`src/sv/length_prefixed_message_ring_top_assert.svh`:
```
// ----------------------------------------------------------------------------
// Assertion macros for the message ring
// Immediate-implication and next-cycle forms, clocked on clk, off in reset.
// ----------------------------------------------------------------------------
`ifndef LENGTH_PREFIXED_MESSAGE_RING_TOP_ASSERT_SVH
`define LENGTH_PREFIXED_MESSAGE_RING_TOP_ASSERT_SVH

// same-cycle implication
`define LPMR_ASSERT_IMP(lbl, ante, cons) \
	lbl: assert property (@(posedge clk) disable iff (!arst_n) (ante) |-> (cons)) \
		else $error("lpmr assertion failed");

// next-cycle implication
`define LPMR_ASSERT_NXT(lbl, ante, cons) \
	lbl: assert property (@(posedge clk) disable iff (!arst_n) (ante) |=> (cons)) \
		else $error("lpmr assertion failed");

`endif

```
`src/sv/lpmr_pkg.sv`:
```
// ----------------------------------------------------------------------------
// lpmr_pkg
// Sizes, codes and shared types of the length-prefixed message ring.
// ----------------------------------------------------------------------------
`timescale 1ns / 1ps

package lpmr_pkg;

	localparam int RING_DEPTH   = 1024;
	localparam int HEADER_BYTES = 8;

	localparam int PTR_W  = $clog2(RING_DEPTH);
	localparam int CNT_W  = $clog2(RING_DEPTH + 1);
	localparam int HCNT_W = (HEADER_BYTES > 1) ? $clog2(HEADER_BYTES) : 1;
	localparam int HDR_W  = 8 * HEADER_BYTES;
	localparam int SUM_W  = ((CNT_W > 11) ? CNT_W : 11) + 1;
	localparam int WIDE_W = (HDR_W > SUM_W) ? HDR_W : SUM_W;

	localparam logic [10:0] LEN_SAT     = 11'd1024;
	localparam logic [10:0] LEN_OUT_MAX = 11'd2047;

	typedef enum logic [1:0] {
		OP_OPEN_WR = 2'd0,
		OP_WR_BYTE = 2'd1,
		OP_OPEN_RD = 2'd2,
		OP_RD_BYTE = 2'd3
	} op_t;

	typedef enum logic [2:0] {
		ST_OK    = 3'd0,
		ST_FULL  = 3'd1,
		ST_EMPTY = 3'd2,
		ST_SMALL = 3'd3,
		ST_NOMSG = 3'd4
	} status_t;

	typedef struct packed {
		logic        valid;
		status_t     status;
		logic [10:0] length_out;
		logic [7:0]  data_out;
		logic        last;
	} res_t;

	function automatic logic [PTR_W-1:0] ring_next(input logic [PTR_W-1:0] p);
		return (p == PTR_W'(RING_DEPTH - 1)) ? '0 : p + 1'b1;
	endfunction

endpackage

```
`src/sv/lpmr_outreg.sv`:
```
// ----------------------------------------------------------------------------
// lpmr_outreg
// Output register: holds one result while the sequencer works on the next.
// ----------------------------------------------------------------------------
`timescale 1ns / 1ps

module lpmr_outreg (
	input  logic            clk,
	input  logic            arst_n,
	input  lpmr_pkg::res_t  res,
	output logic            res_stall,
	output logic            out_valid,
	input  logic            out_stall,
	output logic [2:0]      status,
	output logic [10:0]     length_out,
	output logic [7:0]      data_out,
	output logic            last
);

	logic           valid_q;
	lpmr_pkg::res_t data_q;
	logic           load;

	assign res_stall = valid_q && out_stall;
	assign load      = res.valid && !res_stall;

	always_ff @(posedge clk or negedge arst_n) begin
		if (!arst_n) begin
			valid_q <= 1'b0;
		end else if (load) begin
			valid_q <= 1'b1;
		end else if (!out_stall) begin
			valid_q <= 1'b0;
		end
	end

	always_ff @(posedge clk) begin
		if (load) begin
			data_q <= res;
		end
	end

	assign out_valid  = valid_q;
	assign status     = data_q.status;
	assign length_out = data_q.length_out;
	assign data_out   = data_q.data_out;
	assign last       = data_q.last;

endmodule

```
`config.mk`:
```
export PLATFORM = sky130hd
export DESIGN_NAME = lpmr_outreg
export DESIGN_NICKNAME = d
export VERILOG_FILES = /design/src/sv/length_prefixed_message_ring_top_assert.svh /design/src/sv/lpmr_pkg.sv /design/src/sv/lpmr_outreg.sv
export SDC_FILE = /design/constraint.sdc
export NUM_CORES = 1
export LEC_CHECK = 0
export BUFFER_PORTS_ARGS = -buffer_cell sky130_fd_sc_hd__clkbuf_2
export CAP_MARGIN = 20
export CORE_UTILIZATION = 41
export CTS_CLUSTER_SIZE = 20
export DETAILED_ROUTE_END_ITERATION = 10
export PLACE_DENSITY = 0.8
export SYNTH_ARGS = -nofsm -noshare
export SYNTH_HDL_FRONTEND = slang
export SYNTH_SLANG_ARGS = --single-unit
```
`constraint.sdc`:
```
create_clock -name clk -period 2.55 [get_ports clk]
set_clock_uncertainty 0.1 [all_clocks]
set_input_delay 0.3825 -clock clk [delete_from_list [all_inputs] [get_ports clk]]
set_output_delay 0.3825 -clock clk [all_outputs]
set_load 0.01 [all_outputs]
```
---- Word-level counts from Yosys, hierarchy flattened ----
Cells that the tools add are included.
word-level totals
  register bits ........................... 24
  latch bits .............................. 0
  memory bits (writable) .................. 0
  bits in read-only memories .............. 0
  input bits .............................. 27
  output and inout port bits .............. 25
  logic and storage cells ................. 11
  memories kept ........................... 0
operators by class
  add/subtract/negate cells ............... 0
  $mul .................................... 0
  div/mod/pow operators ................... 0
  $lt $le $gt $ge ......................... 0
  equality and inequality tests ........... 1
  shifts and indexed selects .............. 0
  mux-type cells .......................... 2
  bitwise operators ....................... 0
  reductions and logical operators ........ 3
operator list
  operator            number
  $logic_and 1x1->1   2
  $mux 1              2
  $ne 2x1->1 const B  1
  $logic_not 1->1     1

---- Logic depth before layout (Yosys ltp) ----
  depth in word-level cells ............... 4
  mapped depth ............................ 1
  gate-level depth less buffers ........... 1

---- Least setup slack after synthesis ----
OpenSTA, ideal clock, no wires.
  path kind ............................... reg2reg
  start ................................... register valid_q (netlist: out_valid)
  end ..................................... register data_q, in the netlist data_out[0] (enable)
  setup time .............................. 0.387 ns
  data arrival time ....................... 1.129 ns
  data required time ...................... 2.063 ns
  slack ................................... 0.934 ns
  cell stages (with the launch flop) ...... 2
  buffers on the path ..................... 0
  clock period less this slack ............ 1.616 ns
  path through ............................ dfrtp_1 -> a21boi_2
on the way
  longest elaborated chain between the ends .. 3
ends and longest elaborated chain
  item                      line               RTL
  start: declaration        lpmr_outreg.sv:20  logic valid_q;
  start signal: assignment  lpmr_outreg.sv:29  valid_q <= 1'b0;
  start signal: assignment  lpmr_outreg.sv:31  valid_q <= 1'b1;
  start signal: assignment  lpmr_outreg.sv:33  valid_q <= 1'b0;
  $logic_and 1x1->1         lpmr_outreg.sv:24  assign res_stall = valid_q && out_stall;
  $logic_not 1->1           lpmr_outreg.sv:25  assign load = res.valid && !res_stall;
  $logic_and 1x1->1         lpmr_outreg.sv:25
  named net load            lpmr_outreg.sv:22  logic load;
  end signal: assignment    lpmr_outreg.sv:39  data_q <= res;
  end: declaration          lpmr_outreg.sv:21  lpmr_pkg::res_t data_q;
The timed path passes the listed nets, and every way through them passes these cells.
A chain may end at the register's enable or synchronous reset.

---- Worst setup path after layout ----
  start ................................... register valid_q (netlist: out_valid)
  end ..................................... output res_stall
on the way
  longest elaborated chain between the ends .. 1
ends and longest elaborated chain
  item               line               RTL
  $logic_and 1x1->1  lpmr_outreg.sv:24
  end: declaration   lpmr_outreg.sv:11  output logic res_stall,
No other way between the ends.

==> impl_metrics.env <==
export IMPL_status="finished clean"
export IMPL_synth_area_leaders="sky130_fd_sc_hd__edfxtp_1 93%, sky130_fd_sc_hd__dfrtp_1 3.4%, sky130_fd_sc_hd__a21boi_2 1.5%"
export IMPL_floorplan_die_width_um=44.5
export IMPL_series_of_cell_instances_along_the_critical_path="and2_1 -> clkbuf_2"
export IMPL_layout_drive_gt1_share=0.679
export IMPL_multi_input_comb_area_um2=25.0
export IMPL_critical_path_max_stage_delay_ns=0.44
export IMPL_timing_final_setup_violations=0
export IMPL_route_detailed_drc=0
export IMPL_drt_iter0_drc=6
export IMPL_post_cts_setup_buffer_count=0
export IMPL_r2r_cells=2
export IMPL_grt_total_usage=0.132
export IMPL_asyncSetResetFlopFracSynth=0.0417
export IMPL_timing_slew_headroom=0.818
export IMPL_grt_antenna_before_repair=0
export IMPL_synth_seq_area_share=0.966
export IMPL_cts_path_max_buffers=2
export IMPL_drtPass1Iterations=2
export IMPL_synth_seq_cells=24
export IMPL_critical_path_class="register to output port"
export IMPL_clk_insertion_delay_late_ns=0.30
export IMPL_slew_violations=0
export IMPL_p_leak_nw=0.490
export IMPL_setup_tns_final_ns=0
export IMPL_dieHeight_um=44.5
export IMPL_post_synth_instance_area_um2=741
export IMPL_design_final_nets=112
export IMPL_crit_slowest_cell="sky130_fd_sc_hd__dfrtp_1"
export IMPL_area_sequential_um2=716
export IMPL_floorplan_core_area_um2=1590
export IMPL_worst_slew_pin_transition_ns=0.273
export IMPL_routed_wl_per_cell_um=11.5
export IMPL_synth_edf_count=23
export IMPL_fillerInstances=113
export IMPL_crit_path_end_kind="output port"
export IMPL_htree_num_levels=1
export IMPL_final_period_minus_worst_setup_slack_ns=1.51
export IMPL_gp_routability_congestion=0.694
export IMPL_ir_worst_vdd_v=0.000516
export IMPL_synthCells=27
export IMPL_hold_buf_cts=1
export IMPL_final_util=0.688
export IMPL_grt_pass1_wl_um=1810
export IMPL_timing_fmax_mhz=664
export IMPL_clockRootBuffer="sky130_fd_sc_hd__clkbuf_4"
export IMPL_vias_in_the_first_global_route=439
export IMPL_finalWirelength_um=1250
export IMPL_clkSinkCount=24
export IMPL_antenna_left=0
export IMPL_critical_path_depth=2
export IMPL_syn_num_nets=54
export IMPL_cp_arrival_ns=1.02
export IMPL_power_density_nw_per_um2=722
export IMPL_fin_crit_sh=0.591
export IMPL_syn2layout_area_growth_pct=48.0
export IMPL_routed_via_count=452
export IMPL_die_area_um2=1980
export IMPL_maxCapViolations=0
export IMPL_syn_area_per_cell_um2=27.4
export IMPL_synthDominantCellAreaShare=0.932
export IMPL_via_per_inst=4.19
export IMPL_timing_hold_violations_final=0
export IMPL_worst_path_dominant_cell_family="flip-flops"
export IMPL_post_synth_top_area_cell="sky130_fd_sc_hd__edfxtp_1"
export IMPL_place_port_buffers=51
export IMPL_effective_utilization_at_floorplan=0.465
export IMPL_cts_repair_resized=0
export IMPL_grt_setup_unrepaired="no"
export IMPL_antennaDiodeCount=0
export IMPL_synth_commonest_cells="23 x sky130_fd_sc_hd__edfxtp_1, 1 x sky130_fd_sc_hd__a21boi_2, 1 x sky130_fd_sc_hd__a21o_1, 1 x sky130_fd_sc_hd__and2_1, 1 x sky130_fd_sc_hd__dfrtp_1"
export IMPL_cts_made_buffers=3
export IMPL_crit_path_max_fanout=4
export IMPL_start_kind="register"
export IMPL_floorplan_rows=14
export IMPL_tritoncts="done"
export IMPL_yosysMostFrequentCell="sky130_fd_sc_hd__edfxtp_1"
export IMPL_cp_buffers_inverters=1
export IMPL_clk_pin_slew_ns=0.12
export IMPL_synth_distinct_cells=5
export IMPL_hold_path_cell_count=1
export IMPL_grt_max_degree=24
export IMPL_hold_path_class="input pin to register"
export IMPL_ys_flop_type="sky130_fd_sc_hd__edfxtp_1"
export IMPL_boundaryPins=52
export IMPL_cp_required_ns=2.07
export IMPL_timing_hold_ws_ns=0.147
export IMPL_globalRoute_totalOverflow=0
export IMPL_synth_warnings=0
## worst paths after layout
check | from | to | slack [ns]
max reg2reg | out_valid$_DFFE_PN0P_ | length_out[5]$_DFFE_PP_ | 1.27
min reg2reg | out_valid$_DFFE_PN0P_ | out_valid$_DFFE_PN0P_ | 0.48
max in group asynchronous | arst_n | out_valid$_DFFE_PN0P_ | 2.00
min | res[3] | data_out[2]$_DFFE_PP_ | 0.15
min in group asynchronous | arst_n | out_valid$_DFFE_PN0P_ | 0.27
max | out_valid$_DFFE_PN0P_ | res_stall | 1.04
## cell type report
type / instances / share of cell area
well taps: 24 / 0.0274
clock inverters: 1 / 0.0274
multi-input cells: 3 / 0.0228
repair buffers: 53 / 0.249
flip-flops and latches: 24 / 0.653
clock buffers: 3 / 0.0205
## sequential cells by signal, indices dropped and copies added, names as in the netlist
name,count
length_out,11
data_out,8
status,3
last,1
out_valid,1
## cells in the final DEF (no fill, tap or decap)
master / n
sky130_fd_sc_hd__bufinv_16: 1
sky130_fd_sc_hd__and2_1: 1
sky130_fd_sc_hd__a21o_1: 1
sky130_fd_sc_hd__dfrtp_1: 1
sky130_fd_sc_hd__dlygate4sd3_1: 1
sky130_fd_sc_hd__edfxtp_1: 23
sky130_fd_sc_hd__buf_4: 1
sky130_fd_sc_hd__a21boi_2: 1
sky130_fd_sc_hd__clkbuf_2: 51
sky130_fd_sc_hd__clkbuf_4: 3
## cells by family (layout without fill, tap and decap cells)
family                 count (synthesis)  in the layout  synth area share
AOI/OAI and AO/OA                      2              2            0.0253
and+or+nand+nor                        1              1           0.00845
buffers and inverters                  0             57                 0
DFF                                   24             24             0.966
## report_power, final
| group | internal (mW) | total (mW) | switching [mW] |
|---|---|---|---|
| Combinational | 0.0317 | 0.0653 | 0.0336 |
| Clock | 0.159 | 0.262 | 0.104 |
| Sequential | 0.457 | 0.463 | 0.00583 |
## layer usage
metal | wire length (µm) | vias up | track usage
li1 | - | 220 | -
met1 | 438 | 200 | 0.124
met2 | 674 | 26 | 0.229
met3 | 97 | 6 | 0.0449
met4 | 36 | 0 | 0.109
met5 | 0 | - | 0
## per-stage QoR
stage               power (mW)  area (µm²)  setup WS [ns]  std cells
floorplan                0.494         741          0.934         27
global placement         0.536        1030           1.23        103
detailed placement       0.538        1030           1.20        103
CTS                      0.801        1100           1.03        108
global route             0.818        1100          0.988        108
finish                   0.791        1100           1.04        108
Power figures use the tool's default switching activity.
