## src/sv/length_prefixed_message_ring_top_assert.svh

```systemverilog
// ----------------------------------------------------------------------------
// Assertion macros for the message ring
// Immediate-implication and next-cycle forms, clocked on clk, off in reset.
// ----------------------------------------------------------------------------
`ifndef LENGTH_PREFIXED_MESSAGE_RING_TOP_ASSERT_SVH
`define LENGTH_PREFIXED_MESSAGE_RING_TOP_ASSERT_SVH

// same-cycle implication
`define LPMR_ASSERT_IMP(lbl, ante, cons) \
	lbl: assert property (@(posedge clk) disable iff (!arst_n) (ante) |-> (cons)) \
		else $error("lpmr assertion failed");

// next-cycle implication
`define LPMR_ASSERT_NXT(lbl, ante, cons) \
	lbl: assert property (@(posedge clk) disable iff (!arst_n) (ante) |=> (cons)) \
		else $error("lpmr assertion failed");

`endif

```

## src/sv/lpmr_pkg.sv

```systemverilog
// ----------------------------------------------------------------------------
// lpmr_pkg
// Sizes, codes and shared types of the length-prefixed message ring.
// ----------------------------------------------------------------------------
`timescale 1ns / 1ps

package lpmr_pkg;

	localparam int RING_DEPTH   = 1024;
	localparam int HEADER_BYTES = 8;

	localparam int PTR_W  = $clog2(RING_DEPTH);
	localparam int CNT_W  = $clog2(RING_DEPTH + 1);
	localparam int HCNT_W = (HEADER_BYTES > 1) ? $clog2(HEADER_BYTES) : 1;
	localparam int HDR_W  = 8 * HEADER_BYTES;
	localparam int SUM_W  = ((CNT_W > 11) ? CNT_W : 11) + 1;
	localparam int WIDE_W = (HDR_W > SUM_W) ? HDR_W : SUM_W;

	localparam logic [10:0] LEN_SAT     = 11'd1024;
	localparam logic [10:0] LEN_OUT_MAX = 11'd2047;

	typedef enum logic [1:0] {
		OP_OPEN_WR = 2'd0,
		OP_WR_BYTE = 2'd1,
		OP_OPEN_RD = 2'd2,
		OP_RD_BYTE = 2'd3
	} op_t;

	typedef enum logic [2:0] {
		ST_OK    = 3'd0,
		ST_FULL  = 3'd1,
		ST_EMPTY = 3'd2,
		ST_SMALL = 3'd3,
		ST_NOMSG = 3'd4
	} status_t;

	typedef struct packed {
		logic        valid;
		status_t     status;
		logic [10:0] length_out;
		logic [7:0]  data_out;
		logic        last;
	} res_t;

	function automatic logic [PTR_W-1:0] ring_next(input logic [PTR_W-1:0] p);
		return (p == PTR_W'(RING_DEPTH - 1)) ? '0 : p + 1'b1;
	endfunction

endpackage

```

## src/sv/lpmr_ctrl.sv

```systemverilog
// ----------------------------------------------------------------------------
// lpmr_ctrl
// Sequencer: pointer and count state, header walks, RAM access per operation.
// ----------------------------------------------------------------------------
`timescale 1ns / 1ps

module lpmr_ctrl (
	input  logic                       clk,
	input  logic                       arst_n,
	input  logic                       in_valid,
	output logic                       in_stall,
	input  logic [1:0]                 op,
	input  logic [7:0]                 data_in,
	input  logic [10:0]                length_in,
	output lpmr_pkg::res_t             res,
	input  logic                       res_stall,
	output logic                       mem_we,
	output logic [lpmr_pkg::PTR_W-1:0] mem_waddr,
	output logic [7:0]                 mem_wdata,
	output logic                       mem_re,
	output logic [lpmr_pkg::PTR_W-1:0] mem_raddr,
	input  logic [7:0]                 mem_rdata
);

	typedef enum logic [2:0] {
		S_IDLE,
		S_WHDR,
		S_RHDR,
		S_RFIN,
		S_RDATA,
		S_DONE
	} state_t;

	state_t                        state_q;
	logic [lpmr_pkg::PTR_W-1:0]    wp_q;
	logic [lpmr_pkg::PTR_W-1:0]    rp_q;
	logic [lpmr_pkg::PTR_W-1:0]    p_q;
	logic [10:0]                   wr_rem_q;
	logic [10:0]                   rd_rem_q;
	logic [10:0]                   len_q;
	logic [lpmr_pkg::HCNT_W-1:0]   cnt_q;
	logic [lpmr_pkg::HDR_W-1:0]    hdr_q;
	lpmr_pkg::status_t             status_q;
	logic [10:0]                   len_out_q;
	logic [7:0]                    data_out_q;
	logic                          last_q;

	logic                          accept;
	lpmr_pkg::op_t                 op_c;
	logic [10:0]                   len_sat;
	logic [lpmr_pkg::CNT_W-1:0]    used;
	logic [lpmr_pkg::CNT_W-1:0]    free_b;
	logic                          wr_refuse;
	logic                          wb_ok;
	logic                          rh_go;
	logic                          rb_ok;
	logic                          hcnt_last;
	logic [lpmr_pkg::HDR_W-1:0]    hdr_img;
	logic [lpmr_pkg::WIDE_W-1:0]   hdr_w;
	logic                          hdr_small;

	assign op_c     = lpmr_pkg::op_t'(op);
	assign accept   = in_valid && (state_q == S_IDLE);
	assign in_stall = (state_q != S_IDLE);
	assign len_sat  = (length_in > lpmr_pkg::LEN_SAT) ? lpmr_pkg::LEN_SAT : length_in;

	assign used = (wp_q >= rp_q) ?
		lpmr_pkg::CNT_W'(wp_q - rp_q) :
		lpmr_pkg::CNT_W'(lpmr_pkg::CNT_W'(wp_q) + lpmr_pkg::CNT_W'(lpmr_pkg::RING_DEPTH)
			- lpmr_pkg::CNT_W'(rp_q));
	assign free_b = lpmr_pkg::CNT_W'(lpmr_pkg::RING_DEPTH - 1) - used;

	assign wr_refuse = (wr_rem_q != '0) ||
		((lpmr_pkg::SUM_W'(len_sat) + lpmr_pkg::SUM_W'(lpmr_pkg::HEADER_BYTES))
			> lpmr_pkg::SUM_W'(free_b));
	assign wb_ok = (wr_rem_q != '0) && (free_b != '0);
	assign rh_go = (rd_rem_q == '0) &&
		(lpmr_pkg::SUM_W'(used) >= lpmr_pkg::SUM_W'(lpmr_pkg::HEADER_BYTES));
	assign rb_ok = (rd_rem_q != '0) && (used != '0);
	assign hcnt_last = (cnt_q == lpmr_pkg::HCNT_W'(lpmr_pkg::HEADER_BYTES - 1));

	assign hdr_img   = lpmr_pkg::HDR_W'(len_q);
	assign hdr_w     = lpmr_pkg::WIDE_W'(hdr_q);
	assign hdr_small = (hdr_w > lpmr_pkg::WIDE_W'(lpmr_pkg::RING_DEPTH)) ||
		(hdr_w > lpmr_pkg::WIDE_W'(len_q));

	assign mem_we = (state_q == S_WHDR) || (accept && (op_c == lpmr_pkg::OP_WR_BYTE) && wb_ok);
	assign mem_waddr = wp_q;
	assign mem_wdata = (state_q == S_WHDR) ? hdr_img[8*cnt_q +: 8] : data_in;
	assign mem_re = (accept && (op_c == lpmr_pkg::OP_OPEN_RD) && rh_go) ||
		(accept && (op_c == lpmr_pkg::OP_RD_BYTE) && rb_ok) ||
		((state_q == S_RHDR) && !hcnt_last);
	assign mem_raddr = (state_q == S_RHDR) ? p_q : rp_q;

	always_ff @(posedge clk or negedge arst_n) begin
		if (!arst_n) begin
			state_q    <= S_IDLE;
			wp_q       <= '0;
			rp_q       <= '0;
			p_q        <= '0;
			wr_rem_q   <= '0;
			rd_rem_q   <= '0;
			len_q      <= '0;
			cnt_q      <= '0;
			hdr_q      <= '0;
			status_q   <= lpmr_pkg::ST_OK;
			len_out_q  <= '0;
			data_out_q <= '0;
			last_q     <= 1'b0;
		end else begin
			case (state_q)
				S_IDLE: begin
					if (accept) begin
						status_q   <= lpmr_pkg::ST_OK;
						len_out_q  <= '0;
						data_out_q <= '0;
						last_q     <= 1'b0;
						len_q      <= len_sat;
						cnt_q      <= '0;
						state_q    <= S_DONE;
						case (op_c)
							lpmr_pkg::OP_OPEN_WR: begin
								if (wr_refuse) begin
									status_q <= lpmr_pkg::ST_FULL;
								end else begin
									state_q <= S_WHDR;
								end
							end
							lpmr_pkg::OP_WR_BYTE: begin
								if (wr_rem_q == '0) begin
									status_q <= lpmr_pkg::ST_NOMSG;
								end else if (free_b == '0) begin
									status_q <= lpmr_pkg::ST_FULL;
								end else begin
									wp_q     <= lpmr_pkg::ring_next(wp_q);
									wr_rem_q <= wr_rem_q - 1'b1;
								end
							end
							lpmr_pkg::OP_OPEN_RD: begin
								if (rd_rem_q != '0) begin
									len_out_q <= rd_rem_q;
								end else if (!rh_go) begin
									status_q <= lpmr_pkg::ST_EMPTY;
								end else begin
									p_q     <= lpmr_pkg::ring_next(rp_q);
									state_q <= S_RHDR;
								end
							end
							lpmr_pkg::OP_RD_BYTE: begin
								if (rd_rem_q == '0) begin
									status_q <= lpmr_pkg::ST_NOMSG;
								end else if (used == '0) begin
									status_q <= lpmr_pkg::ST_EMPTY;
								end else begin
									rp_q     <= lpmr_pkg::ring_next(rp_q);
									rd_rem_q <= rd_rem_q - 1'b1;
									state_q  <= S_RDATA;
								end
							end
							default: begin
								status_q <= lpmr_pkg::ST_NOMSG;
							end
						endcase
					end
				end
				S_WHDR: begin
					wp_q  <= lpmr_pkg::ring_next(wp_q);
					cnt_q <= cnt_q + 1'b1;
					if (hcnt_last) begin
						wr_rem_q <= len_q;
						state_q  <= S_DONE;
					end
				end
				S_RHDR: begin
					hdr_q[8*cnt_q +: 8] <= mem_rdata;
					if (hcnt_last) begin
						state_q <= S_RFIN;
					end else begin
						p_q   <= lpmr_pkg::ring_next(p_q);
						cnt_q <= cnt_q + 1'b1;
					end
				end
				S_RFIN: begin
					len_out_q <= (hdr_w > lpmr_pkg::WIDE_W'(lpmr_pkg::LEN_OUT_MAX)) ?
						lpmr_pkg::LEN_OUT_MAX : 11'(hdr_w);
					if (hdr_small) begin
						status_q <= lpmr_pkg::ST_SMALL;
					end else begin
						rp_q     <= p_q;
						rd_rem_q <= 11'(hdr_w);
					end
					state_q <= S_DONE;
				end
				S_RDATA: begin
					data_out_q <= mem_rdata;
					last_q     <= (rd_rem_q == '0);
					state_q    <= S_DONE;
				end
				S_DONE: begin
					if (!res_stall) begin
						state_q <= S_IDLE;
					end
				end
				default: begin
					state_q <= S_IDLE;
				end
			endcase
		end
	end

	assign res.valid      = (state_q == S_DONE);
	assign res.status     = status_q;
	assign res.length_out = len_out_q;
	assign res.data_out   = data_out_q;
	assign res.last       = last_q;

endmodule

```

## config.mk

```make
export PLATFORM = sky130hd
export DESIGN_NAME = lpmr_ctrl
export DESIGN_NICKNAME = d
export VERILOG_FILES = /design/src/sv/length_prefixed_message_ring_top_assert.svh /design/src/sv/lpmr_pkg.sv /design/src/sv/lpmr_ctrl.sv
export SDC_FILE = /design/constraint.sdc
export NUM_CORES = 1
export LEC_CHECK = 0
export BUFFER_PORTS_ARGS = -buffer_cell sky130_fd_sc_hd__buf_2
export CELL_PAD_IN_SITES_DETAIL_PLACEMENT = 0
export CELL_PAD_IN_SITES_GLOBAL_PLACEMENT = 1
export CORE_UTILIZATION = 32
export CTS_CLUSTER_SIZE = 10
export DETAILED_ROUTE_END_ITERATION = 16
export GPL_TIMING_DRIVEN = 0
export PLACE_DENSITY = 0.57
export SYNTH_ARGS = -nofsm -noshare
export SYNTH_HDL_FRONTEND = slang
export SYNTH_SLANG_ARGS = --single-unit
```

## constraint.sdc

```tcl
create_clock -name clk -period 4.87 [get_ports clk]
set_clock_uncertainty 0.2 [all_clocks]
set_input_delay 0.2435 -clock clk [delete_from_list [all_inputs] [get_ports clk]]
set_output_delay 0.2435 -clock clk [all_outputs]
set_load 0.03 [all_outputs]
```

### After elaboration in Yosys (flattened, before gate mapping)

Cells that the tools add are included.

* word-level logic and storage cells: 178
* output and inout port bits: 55
* register bits: 156
* input bits: 33

* equal/unequal tests: 28
* add/subtract/negate cells: 12
* magnitude comparators: 7
* shift-type cells: 3
* reductions and logical operators: 44
* muxes and demuxes: 71

Operators with widths (count)
* $mux 10: 18
* $mux 11: 16
* $gt 64x11->1 const B: 2
* $pmux 11 s2: 3
* $bwmux 64: 1
* $gt 64x11->1: 1
* $shift 8x34->64 const A: 1
* $shiftx 64x7->8: 1
* $shiftx 8x34->64: 1
* $pmux 10 s2: 3
* $logic_not 11->1: 4
* $reduce_bool 11->1: 4
* $mux 3: 13
* $neg 6->34: 1
* $add 10x1->10 const B: 3
* $eq 10x10->1 const B: 3
* $ne 2x2->1 const B: 13
* $sub 11x1->11 const B: 2
* $pmux 3 s3: 2
* $reduce_and 6->1: 3
* $mux 8: 2
* $pmux 8 s2: 1
* $pmux 3 s5: 1
* $add 11x4->12 const B: 1
* 32 further kinds: 65

### Longest topological paths before layout

* depth in word-level cells: 10
* gate-level depth with buffers: 19
* gate-level depth less buffers: 19

### Worst setup path before layout

Ideal clock, no wire load.

* path kind: reg2reg
* start point: register wp_q, in the netlist mem_waddr[0]
* end point: register status_q[0]
* stages on the path, launching flop included: 18
* path buffers: 0
* path slack: 1004 ps
* clock period less this slack: 3866 ps
* data required time: 4554 ps
* arrival time: 3551 ps
* setup time: 116 ps
* cell sequence: dfrtp_1 > inv_1 > ha_1 > inv_1 > fa_1 > a211oi_4 > nor2_1 > o31ai_2 > nand2_1 > o21ai_0 > nand4_1 > ha_1 > nand3_1 > or2_2 > a31oi_1 > nor2_1 > a2bb2oi_1 > o311ai_0

* longest elaborated chain between the ends: 10
* elaborated cells on any way between the ends: 15
* those cells by class: add/sub: 4; order compare: 2; mux: 7; reduce/logical: 2

Ends and longest elaborated chain
* from (decl): RTL line lpmr_ctrl.sv:35 `logic [lpmr_pkg::PTR_W-1:0] wp_q;`
* from (signal assigned): RTL line lpmr_ctrl.sv:135 `wp_q <= lpmr_pkg::ring_next(wp_q);`
* from (signal assigned): RTL line lpmr_ctrl.sv:167 `wp_q <= lpmr_pkg::ring_next(wp_q);`
* $add 10x11->11: RTL line lpmr_ctrl.sv:69 `lpmr_pkg::CNT_W'(lpmr_pkg::CNT_W'(wp_q) + lpmr_pkg::CNT_W'(lpmr_pkg::RING_DEPTH)`
* $sub 11x10->11: RTL line lpmr_ctrl.sv:70 `- lpmr_pkg::CNT_W'(rp_q));`
* $mux 11 (*): RTL line lpmr_ctrl.sv:67 `assign used = (wp_q >= rp_q) ?`
* $sub 10x11->11 (*): RTL line lpmr_ctrl.sv:71 `assign free_b = lpmr_pkg::CNT_W'(lpmr_pkg::RING_DEPTH - 1) - used;`
* $gt 12x11->1 or $logic_not 11->1 (tied branches): RTL line lpmr_ctrl.sv:75, lpmr_ctrl.sv:132
* $logic_or 1x1->1 or $mux 1 (tied branches): RTL line lpmr_ctrl.sv:73, lpmr_ctrl.sv:132
* $mux 1 or $mux 3 (tied branches): RTL line lpmr_ctrl.sv:123, lpmr_ctrl.sv:130
* $pmux 3 s4 (*): RTL line lpmr_ctrl.sv:121 `case (op_c)`
* $mux 3 (*): RTL line lpmr_ctrl.sv:113 `if (accept) begin`
* $pmux 3 s2 (*): RTL line lpmr_ctrl.sv:111 `case (state_q)`
* to (signal assigned): RTL line lpmr_ctrl.sv:114 `status_q <= lpmr_pkg::ST_OK;`
* to (signal assigned): RTL line lpmr_ctrl.sv:124 `status_q <= lpmr_pkg::ST_FULL;`
* to (signal assigned): RTL line lpmr_ctrl.sv:131 `status_q <= lpmr_pkg::ST_NOMSG;`
* to (decl): RTL line lpmr_ctrl.sv:43 `lpmr_pkg::status_t status_q;`

Mark *: on every way between the ends. The rest lies on a longest branch, timed or not. The select of a mux whose other input is x is not followed.
A chain may end at the register's enable or synchronous reset.

### Worst setup path after layout

* start point: register rp_q[0] (netlist name)
* end point: output port mem_we

* longest elaborated chain between the ends: 7
* elaborated cells on any way between the ends: 9
* those cells by class: add/sub: 3; order compare: 1; mux: 1; reduce/logical: 4

Ends and longest elaborated chain
* from (decl): RTL line lpmr_ctrl.sv:36 `logic [lpmr_pkg::PTR_W-1:0] rp_q;`
* from (signal assigned): RTL line lpmr_ctrl.sv:155 `rp_q <= lpmr_pkg::ring_next(rp_q);`
* from (signal assigned): RTL line lpmr_ctrl.sv:189 `rp_q <= p_q;`
* $sub 11x10->11 (tied with other cells): RTL line lpmr_ctrl.sv:70
* $mux 11 (*): RTL line lpmr_ctrl.sv:67
* $sub 10x11->11 (*): RTL line lpmr_ctrl.sv:71
* $reduce_bool 11->1 (*): RTL line lpmr_ctrl.sv:76 `assign wb_ok = (wr_rem_q != '0) && (free_b != '0);`
* $logic_and 1x1->1 (*): RTL line lpmr_ctrl.sv:76
* $logic_and 1x1->1 (*): RTL line lpmr_ctrl.sv:87 `assign mem_we = (state_q == S_WHDR) || (accept && (op_c == lpmr_pkg::OP_WR_BYTE) && wb_ok);`
* $logic_or 1x1->1 (*): RTL line lpmr_ctrl.sv:87
* to (decl): RTL line lpmr_ctrl.sv:17 `output logic mem_we,`

Mark *: on every way between the ends. The rest lies on a longest branch, timed or not.

==> flow_summary.toml <==
[sta]
grt_setup_unrepaired = "false"
hold_ws_ps = 26.7
period_minus_slack_ps = 4550
relSlewSlack = 0.135
period_share = 0.934
fin_setup_tns_ps = 0
setup_viol = 0
maxSlewViolCount = 0
fmax_ghz = 0.220
hold_viol = 0
tightest_slew_ps = 1290

[pwr]
comb_power_share = 0.464
power-per-cell-area_nw_per_um2 = 527
clkPwrFrac = 0.231
p_int_uw = 3220
sw_frac_of_total = 0.452
switchingPower_uw = 2650
p_seq_frac = 0.305
peakVddDrop_mv = 0.259
leakage_uw = 0.00498

[yosys]
async_reset_ff_frac = 1.00
ys.warnings.count = 0
synth_area_leaders = "dfrtp_1 (41%), o21ai_0 (7.3%), nand2_1 (7.0%), ha_1 (5.7%), nand3_1 (2.8%)"
syn_inst = 1100
ys.flop_type = "dfrtp_1"
synth_edf_count = 0
yosysMostFrequentCell = "nand2_1"
synth_top_cells_by_count = "nand2_1 (175), dfrtp_1 (156), o21ai_0 (137)"
synth_cell_types = 75
ys_seq_elements = 156
syn_area_um2 = 9440
yosys.area.top_type = "dfrtp_1"
synth_nets = 1177
seq_area_frac_synth = 0.414
avgSynthCellArea_um2 = 8.58
synth_top_area_share = 0.414

[global_route]
grt_max_degree = 103
antenna_found_initial = 0
grt_pass1_vias = 8658
grtUsageTotal = 0.218
grt_pass1_wl_mm = 50.7
gr-total-overflow = 0

[run]
max-cap-violations = 0

[placement]
dp_cells = 1571
gp_congestion = 0.833
port-buffer-count = 86
dp_hpwl_mm = 23.6

[setup_path]
critPathLaunchType = "flip-flop"
cp_top_family = "simple AND/OR/NAND/NOR gates"
worst-setup-path-type = "reg -> out"
path_buf_inv = 3
cp.required_ps = 4430
crit_chain = "ha_1, inv_1, fa_1, a211o_1, xnor2_1, or4b_1, o31ai_1, nand4_1, o21ai_1, and2_1, inv_1, buf_2"
end_kind = "output port"
max_stage_delay_ps = 570
path_max_fanout = 7
arrival_ps = 4100
slowest_stage = "dfrtp_1"
cpMostUsedCell = "inv_1"

[cts]
clock_path_buffers = 2
clk_pin_slew_ps = 70
cts_root_buf = "clkbuf_16"
cts_tree = "built"
cts_setup_buffers = 0
cts_made_buffers = 17
cts-htree-levels = 4
post_cts_resize_count = 0
clkSinkCount = 156
worstSkewPairLatency_ps = 450
hold_buffers = 19

[floorplanning]
core_area_um2 = 28900
die-area_um2 = 30200
rows = 62
start_util = 0.327
ios = 88
die_y_um = 174
die_w_um = 174

[detailed_routing]
dr.pass1.iters = 5
via_per_inst = 5.40
drc_errors = 0
drt_wl_total_mm = 32.1
drt_iter0_drc = 608
avgRoutedWirePerCell_um = 19.8
postRouteAntennaNets = 0
via_count = 8755

[final_layout]
antenna_cells = 0
nets = 1302
nFillCells = 3072
fin_cells = 1622
syn_to_final_growth_pct = 18.2
layout-drive-gt1-share = 0.137

[worst_hold_path]
hold_class = "in -> reg"

[outcome]
status = "completed"
[worst reg2reg max path: stages, from the launching register on]
cell and delay (ps):
dfrtp_1 570, ha_1 250, inv_1 60, fa_1 470
a211oi_4 280, nor2_1 120, o31ai_2 360, nand2_1 110
o21ai_0 190, nand4_1 120, ha_1 310, nand3_1 120
or2_2 310, a31oi_1 290, nor2_1 70, a2bb2oi_1 140
o311ai_0 270
[per-stage QoR]
stage | instance area (µm²) | util | setup slack [ps] | total power (µW)
after global placement | 10300 | 0.359 | 549 | 4540
after floorplan | 9440 | - | 1000 | 3670
after CTS | 11200 | 0.387 | 258 | 5940
after global routing | 11200 | 0.387 | 89.5 | 6310
after detailed placement | 10400 | 0.360 | 580 | 4540
final | 11200 | 0.387 | 322 | 5880
[cell families after synthesis]
logic type      synth area share
simple gates               0.208
compound gates             0.221
flops                      0.414
buf+inv                   0.0526
fa+ha+maj                 0.0591
mux                       0.0265
xor+xnor                  0.0195
[path summary, 6_finish.rpt]
path / to / from / slack [ps] / cells past startpoint
setup / recovery: mem_we / rp_q[0]$_DFFE_PN0P_ / 320 / 12
hold / removal: state_q[2]$_DFFE_PN0P_ / res_stall / 30 / 4
hold reg to reg: hdr_q[13]$_DFFE_PN0P_ / hdr_q[13]$_DFFE_PN0P_ / 280 / 2
max in group asynchronous: rd_rem_q[2]$_DFFE_PN0P_ / arst_n / 3450 / 3
min in group asynchronous: mem_waddr[3]$_DFFE_PN0P_ / arst_n / 120 / 2
setup reg to reg: status_q[0]$_DFFE_PN0P_ / rp_q[0]$_DFFE_PN0P_ / 500 / 16
[power groups by stage]
stage / Clock, µW / Sequential, µW / Combinational, µW
finish: 1360 / 1790 / 2730
global placement: 0 / 1810 / 2720
global route: 1440 / 1830 / 3050
CTS: 1400 / 1790 / 2760
detailed placement: 0 / 1810 / 2730
floorplan: 0 / 1910 / 1760
[sequential cells by signal, summed over array words and instances, names as in the netlist]
register    flops
hdr_q          64
len_out_q      11
len_q          11
rd_rem_q       11
wr_rem_q       11
mem_waddr      10
p_q            10
rp_q           10
data_out_q      8
cnt_q           3
state_q         3
status_q        3
last_q          1
[layer usage]
| layer | track usage | part of all wire | wire (µm) | up-vias |
|---|---|---|---|---|
| met3 | 0.0311 | 0.038 | 1210 | 36 |
| met4 | 0.0702 | 0.022 | 696 | 0 |
| met5 | 0 | 0 | 0 | - |
| li1 | - | - | - | 4230 |
| met1 | 0.324 | 0.51 | 16400 | 4290 |
| met2 | 0.323 | 0.43 | 13800 | 199 |
[final cells by class]
| cell class | instances | area, µm² | share of cell area |
|---|---|---|---|
| tap | 384 | 480 | 0.0431 |
| clock buffer | 19 | 453 | 0.0406 |
| sequential | 156 | 3900 | 0.350 |
| multi-input combinational | 825 | 5040 | 0.451 |
| buffer | 62 | 283 | 0.0253 |
| inverter | 57 | 214 | 0.0192 |
| timing repair buffer | 106 | 658 | 0.0590 |
| clock inverter | 13 | 130 | 0.0117 |
[layout by cell type (no fill, tap or decap), drive strengths merged, types with 10 or more instances in the layout]
cell / netlist / routed
o21ai: 139 / 139
clkbuf: 43 / 62
nor4: 22 / 22
a31oi: 24 / 24
a21oi: 43 / 43
nand2: 175 / 175
nor3: 19 / 19
ha: 43 / 43
dfrtp: 156 / 156
nand4: 17 / 17
mux2: 16 / 16
inv: 56 / 61
nor2: 60 / 60
and3: 13 / 13
dlygate4sd3: 0 / 19
nand3: 52 / 52
xnor2: 12 / 12
buf: 19 / 106
nand2b: 10 / 10
No activity file was read; power rests on OpenSTA's default activity.
